--- src/hdl/ffba_pkg.sv ---
// Shared types and constants of the first-fit block allocator.
// No dependencies; every other file of the block imports this package.
package ffba_pkg;

  localparam int REGION_MAX_DEF   = 65536;
  localparam int GRANULE_BYTES    = 16;
  localparam int REGION_MIN_BYTES = 1024;
  localparam int OVH_SHORT        = 16;
  localparam int OVH_LONG         = 32;

  localparam int CMD_W    = 1;
  localparam int REQ_W    = 16;
  localparam int OFF_W    = 16;
  localparam int STAT_W   = 2;
  localparam int BYTES_W  = 17;
  localparam int BLOCKS_W = 12;
  localparam int CIDX_W   = 1;
  localparam int CDATA_W  = 17;

  localparam logic [CMD_W-1:0] CMD_ALLOC = 1'b0;
  localparam logic [CMD_W-1:0] CMD_FREE  = 1'b1;

  localparam logic [STAT_W-1:0] ST_OK      = 2'd0;
  localparam logic [STAT_W-1:0] ST_REFUSED = 2'd1;
  localparam logic [STAT_W-1:0] ST_NOFIT   = 2'd2;
  localparam logic [STAT_W-1:0] ST_IGNORED = 2'd3;

  localparam logic [CIDX_W-1:0] REG_REGION   = 1'b0;
  localparam logic [CIDX_W-1:0] REG_OVERHEAD = 1'b1;

  typedef enum logic [3:0] {
    OP_NONE, OP_LOAD, OP_READ_CUR, OP_ADV, OP_NOFIT, OP_REFUSE, OP_IGNORE,
    OP_SPLIT_A, OP_SPLIT_B, OP_GRANT, OP_FREE_TAKE, OP_MERGE_PREV,
    OP_READ_NEXT, OP_MERGE_NEXT, OP_FREE_WB, OP_RESP
  } dp_op_t;

  typedef enum logic [3:0] {
    S_IDLE, S_START, S_ACHK, S_SPLIT, S_FCHK, S_FPCHK, S_FNRD, S_FNCHK,
    S_FWB, S_RESP
  } ctrl_state_t;

  typedef struct packed {
    logic init_pend;
    logic is_free;
    logic alloc_refuse;
    logic free_bad;
    logic in_lim;
    logic live;
    logic used;
    logic fit;
    logic split;
    logic hasnext;
    logic hasprev;
    logic p_free;
    logic cur_hasnext;
    logic nx_free;
    logic out_full;
  } dp_stat_t;

endpackage

--- src/hdl/ffba_ctrl.sv ---
// Controller state machine of the allocator: sequences the header walk,
// split, free and merge steps as commands to ffba_datapath. Depends on ffba_pkg.
module ffba_ctrl import ffba_pkg::*; (
  input  logic     clk,
  input  logic     rst,
  input  logic     req_valid,
  input  dp_stat_t stat,
  output logic     req_ready,
  output dp_op_t   op
);

  ctrl_state_t state, state_next;

  always_ff @(posedge clk) begin
    if (rst) state <= S_IDLE;
    else state <= state_next;
  end

  always_comb begin
    state_next = state;
    unique case (state)
      S_IDLE:  if (req_valid && !stat.init_pend) state_next = S_START;
      S_START: begin
        if (stat.is_free) state_next = stat.free_bad ? S_RESP : S_FCHK;
        else state_next = stat.alloc_refuse ? S_RESP : S_ACHK;
      end
      S_ACHK: begin
        priority if (!stat.in_lim || !stat.live) state_next = S_RESP;
        else if (stat.fit && stat.split) state_next = S_SPLIT;
        else if (stat.fit) state_next = S_RESP;
        else if (!stat.hasnext) state_next = S_RESP;
        else state_next = S_ACHK;
      end
      S_SPLIT: state_next = S_RESP;
      S_FCHK: begin
        priority if (!stat.live || !stat.used) state_next = S_RESP;
        else if (stat.hasprev) state_next = S_FPCHK;
        else state_next = S_FNRD;
      end
      S_FPCHK: state_next = S_FNRD;
      S_FNRD:  state_next = stat.cur_hasnext ? S_FNCHK : S_FWB;
      S_FNCHK: state_next = S_FWB;
      S_FWB:   state_next = S_RESP;
      S_RESP:  if (!stat.out_full) state_next = S_IDLE;
      default: state_next = S_IDLE;
    endcase
  end

  always_comb begin
    op        = OP_NONE;
    req_ready = 1'b0;
    unique case (state)
      S_IDLE: begin
        req_ready = !stat.init_pend;
        if (req_valid && !stat.init_pend) op = OP_LOAD;
      end
      S_START: begin
        if (stat.is_free) op = stat.free_bad ? OP_IGNORE : OP_READ_CUR;
        else op = stat.alloc_refuse ? OP_REFUSE : OP_READ_CUR;
      end
      S_ACHK: begin
        priority if (!stat.in_lim || !stat.live) op = OP_NOFIT;
        else if (stat.fit && stat.split) op = OP_SPLIT_A;
        else if (stat.fit) op = OP_GRANT;
        else if (!stat.hasnext) op = OP_NOFIT;
        else op = OP_ADV;
      end
      S_SPLIT: op = OP_SPLIT_B;
      S_FCHK:  op = (!stat.live || !stat.used) ? OP_IGNORE : OP_FREE_TAKE;
      S_FPCHK: op = stat.p_free ? OP_MERGE_PREV : OP_NONE;
      S_FNRD:  op = stat.cur_hasnext ? OP_READ_NEXT : OP_NONE;
      S_FNCHK: op = stat.nx_free ? OP_MERGE_NEXT : OP_NONE;
      S_FWB:   op = OP_FREE_WB;
      S_RESP:  op = stat.out_full ? OP_NONE : OP_RESP;
      default: op = OP_NONE;
    endcase
  end

endmodule

--- config.mk ---
export PLATFORM = sky130hd
export DESIGN_NAME = ffba_ctrl
export DESIGN_NICKNAME = d
export VERILOG_FILES = /design/src/hdl/ffba_pkg.sv /design/src/hdl/ffba_ctrl.sv
export SDC_FILE = /design/constraint.sdc
export NUM_CORES = 1
export LEC_CHECK = 0
export BUFFER_PORTS_ARGS = -buffer_cell sky130_fd_sc_hd__buf_4
export CAP_MARGIN = 30
export CORE_AREA = 2 2 39 41
export DETAILED_ROUTE_END_ITERATION = 6
export DIE_AREA = 0 0 41 43
export PLACE_DENSITY = 0.75
export SYNTH_ARGS = -nofsm -noshare
export SYNTH_HDL_FRONTEND = slang
export SYNTH_SLANG_ARGS = --single-unit
--- constraint.sdc ---
create_clock -name clk -period 2 [get_ports clk]
set_input_delay 0.1 -clock clk [delete_from_list [all_inputs] [get_ports clk]]
set_output_delay 0.1 -clock clk [all_outputs]
set_load 0.1 [all_outputs]
## After elaboration in Yosys (flattened, before gate mapping)

Index checks and enable logic that the tools add are counted.

| operators by class | value |
|---|---|
| equal/unequal tests | 11 |
| mux-type cells | 28 |
| reductions and logical operators | 11 |

Operator list:

| cell | count |
|---|---|
| 2-to-1 mux 4 bit | 19 |
| one-hot mux 4 bit (10 select lines) | 1 |
| one-hot mux 4 bit (9 select lines) | 1 |
| equality test 4 x 3 -> 1 bit, second input constant | 4 |
| 2-to-1 mux 3 bit | 4 |
| equality test 4 x 2 -> 1 bit, second input constant | 2 |
| equality test 4 bit, second input constant | 2 |
| equality test 4 x 1 -> 1 bit, second input constant | 1 |
| logical NOT 1 bit | 4 |
| logical NOT 4 bit | 1 |
| inequality test 2 bit, second input constant | 2 |
| logical AND 1 bit | 2 |
| logical OR 1 bit | 2 |
| 2-to-1 mux 1 bit | 2 |
| 2-to-1 mux 2 bit | 1 |
| AND reduction 2 bit | 1 |
| OR reduction 2 bit | 1 |

| storage, ports and cells | value |
|---|---|
| register bits | 4 |
| output and inout bits | 5 |
| word-level logic and storage cells | 51 |

## Longest topological paths before layout

| depth | value |
|---|---|
| depth in word-level cells | 5 |
| mapped depth | 6 |
| depth with buffers taken out | 4 |

## Worst setup path before layout

OpenSTA, ideal clock, no wires.

| timing | value |
|---|---|
| path type | reg2out |
| start | register state[3] |
| end | output op[1] |
| data arrival time | 3,957 ps |
| data required time | 1,900 ps |
| slack | -2,057 ps |
| stages on the path, launching flop included | 5 |
| cell sequence | dfxtp_1 -> clkbuf_1 -> nor2_1 -> a21boi_0 -> o41ai_1 |

| on the way | value |
|---|---|
| cells in the longest elaborated chain, start to end | 2 |

RTL lines:

| element | line | source |
|---|---|---|
| start, declared | ffba_ctrl.sv:12 | `ctrl_state_t state, state_next;` |
| start signal, assigned | ffba_ctrl.sv:16 | `else state <= state_next;` |
| equality test 4 bit (tied with other cells) | ffba_ctrl.sv:52 | `unique case (state)` |
| one-hot mux 4 bit (10 select lines) * | ffba_ctrl.sv:52 |  |
| end, declared | ffba_ctrl.sv:9 | `output dp_op_t op` |

Mark *: on every way between the ends. The rest lies on a longest branch, timed or not.

## Worst setup path in the final report

| timing | value |
|---|---|
| start | register state[0] |
| end | output op[2] |

The elaborated chain is that of the path after synthesis.

==> summary.md <==
| Metric | Value |
|---|---|
| Number of vias per cell | 6.238 |
| Worst Path Max Fanout | 11 |
| TritonRoute pass-1 iters | 4 |
| Number of antenna violations at the first check in global routing | 0 |
| Ys Warns | 0 |
| Grt met2 use | 0.3594 |
| Core Area | 0.001384 mm2 |
| Largest net degree at the start of global routing | 17 |
| Met1 Resource Use GR | 0.2724 |
| Vias in the first global route | 701 |
| Worst-Skew Late Latency | 230 ps |
| Syn Inst Count | 87 |
| Crit path capture type | output port |
| Post-synthesis mux area share | 0.01778 |
| CTS Hold Bufs | 0 |
| Count of final setup violators | 0 |
| Netlist Area Pre-Place | 563.0 um2 |
| FF-to-FF End | state[3] |
| IO buf count | 22 |
| Rows | 14 |
| Initial cell density of the core | 0.4069 |
| Largest family of logic cells by synthesized area | simple AND/OR/NAND/NOR gates |
| Biggest regs | state (4) |
| Seq/Total Area, Yosys | 0.1422 |
| Root Driver | clkbuf_4 |
| Top_reg_cell synth | dfxtp_1 |
| Final estimated routing congestion in global placement | 0.9019 |
| Final hold violations | 0 |
| Crit path to | op[2] |
| Seq cells post-synth | 4 |
| Post-layout min period | 1877 ps |
| Routed wire length | 1795 um |
| Post-Syn Nets | 105 |
| Data arrival, critical path | 1780 ps |
| Chip width | 41 um |
| Leakage power total | 0.3238 nW |
| Synth Area in Simple Gates | 0.4000 |
| CTS clk-pin slew, worst paths | 40 ps |
| H-tree levels | 1 |
| Routed vias | 786 |
| Worst R2R Setup Slack | 360 ps |
| Pre-CTS WS | 215.1 ps |
| DP HPWL | 1449 um |
| WP data required | 1900 ps |
| Post-Synth Adder-Cell Area | 0 |
| Worst hold-check path type | in2reg |
| Rel. slew slack | 0.7446 |
| R2R cell count | 4 |
| Clock buffer depth | 2 |
| Crit Path Class | reg2out |
| Cell Pwr Density | 1182 mW/mm2 |
| Routed len/inst | 14.25 um |
| Top cells by area, synth | dfxtp_1, a31oi_1, nor2_1 |
| Area fraction of the dominant cell type after synthesis | 0.1422 |
| Final ANT Viol Nets | 0 |
| Worst setup SP type | flip-flop |
| # diodes | 0 |
| DRT iter0 DRCs | 22 |
| Placed Cells | 123 |
| Nets | 130 |
| Reg2reg start | state[0] |
| CP Launch Point | state[0] |
| Max-Cap Viols | 0 |
| Status | finished clean |
| Final worst-path cycle share | 0.9383 |
| Fin util | 0.5886 |
| Hold Slack | 46.56 ps |
| Num Clock Sinks | 4 |
| Cell variety after synth | 35 |
| GR peak layer | met2 |
| IO Count | 23 |
| Actual slew at the worst max-slew pin | 382.6 ps |
| CTS buffer count | 3 |
| Synth area leader | dfxtp_1 |
| EDFF count, synth | 0 |
| Post-synth ARST share | 0 |
| TritonCTS clock tree | built |
| XOR/XNOR Fraction of Synth Area | 0 |
| Chip height | 43 um |
| Met3 track demand over resource | 0.05236 |
| Layout Cells excl Fill | 126 |
| Setup WS post-layout | 123.4 ps |
| DRC errors left | 0 |
| # Post-CTS Setup Buffers | 0 |
| Max-slew violations | 0 |
| Die area | 0.001763 mm2 |
| GR Overflow Total | 0 |
| Share of layout cells above drive strength 1 | 0.3182 |
| Worst IR Drop VDD | 0.8187 mV |
| Total Power | 0.9632 mW |
| Largest register by flop count | state |
| GRT Resource Usage Total | 0.2267 |
| F_max | 532.9 MHz |
| Max FFs per register | 4 |
| Area grow syn2layout | 44.67% |
| Most common cell in the netlist | nor2_1 |
| First-pass GRT wire length | 2753 um |
| Unrepaired setup endpoints after global routing | no |
| Skew final | 1.720 ps |
| Mapped Avg Cell Area | 6.472 um2 |
| Synth Area in Compound Gates | 0.3711 |
critical path, stage by stage, from the launching register on:
cell	delay [ps]
dfxtp_1	540
inv_2	180
nor3_1	200
a21oi_1	90
o311ai_4	210
buf_4	330
how the worst min path moves through the flow:
stage | from | end | slack (ps) | cells after the start
3_3_place_gp | rst | state[3] | 290 | 2
6_report | rst | state[2] | 50 | 2
4_1_cts | rst | state[2] | 40 | 2
5_1_grt | rst | state[2] | 40 | 2
2_1_floorplan | rst | state[2] | 170 | 1
3_5_place_dp | rst | state[3] | 290 | 2
power breakdown:
part           internal, mW  switching (mW)
Combinational         0.211           0.507
Clock                0.0672          0.0338
Sequential           0.0973          0.0472
cells by family after synthesis:
kind of cell,Yosys count
AOI/OAI and AO/OA,33
and+or+nand+nor,40
DFF,4
muxes,1
buffers and inverters,9
stage by stage:
step / setup TNS, ps / instance area, um2
6_report: 0 / 814.5
5_1_grt: 0 / 814.5
4_1_cts: 0 / 814.5
3_5_place_dp: 0 / 790.8
3_3_place_gp: 0 / 790.8
2_1_floorplan: -205.3 / 603.1
layout by cell type, fill, tap and decap left out, drive strengths merged, types with 2 or more instances in the layout:
master / Yosys / routed
dfxtp: 4 / 4
nor2: 8 / 8
nor4b: 2 / 2
buf: 2 / 26
nand3: 3 / 3
inv: 2 / 2
nand4b: 2 / 2
nand2b: 2 / 2
a31oi: 5 / 5
a21boi: 2 / 2
nand2: 5 / 5
and3: 2 / 2
nor2b: 4 / 4
nor4: 2 / 2
a21oi: 5 / 5
o211ai: 3 / 3
clkbuf: 4 / 3
and2: 2 / 2
o21ai: 10 / 10
o31ai: 2 / 2
nor3: 5 / 5
cell type report:
| class | count | area, um2 |
|---|---|---|
| repair buffers | 26 | 195.2 |
| flip-flops and latches | 4 | 81.33 |
| well taps | 16 | 20.02 |
| multi-input cells | 74 | 484.2 |
| inverters | 3 | 11.26 |
| clock buffers | 3 | 22.52 |
| fillers | 141 | 569.3 |
metal layers:
metal | vias to the layer above | routed length, um
li1 | 385 | -
met1 | 367 | 746
met2 | 34 | 949
met3 | 0 | 99
met4 | 0 | 0
met5 | - | 0
what timing repair did:
action | CTS | global route
endpoints found under the setup margin | 1 | 0
gates resized for setup | 1 | 0
hold endpoints to repair | 0 | 0
(Power assumes the default switching activity.)
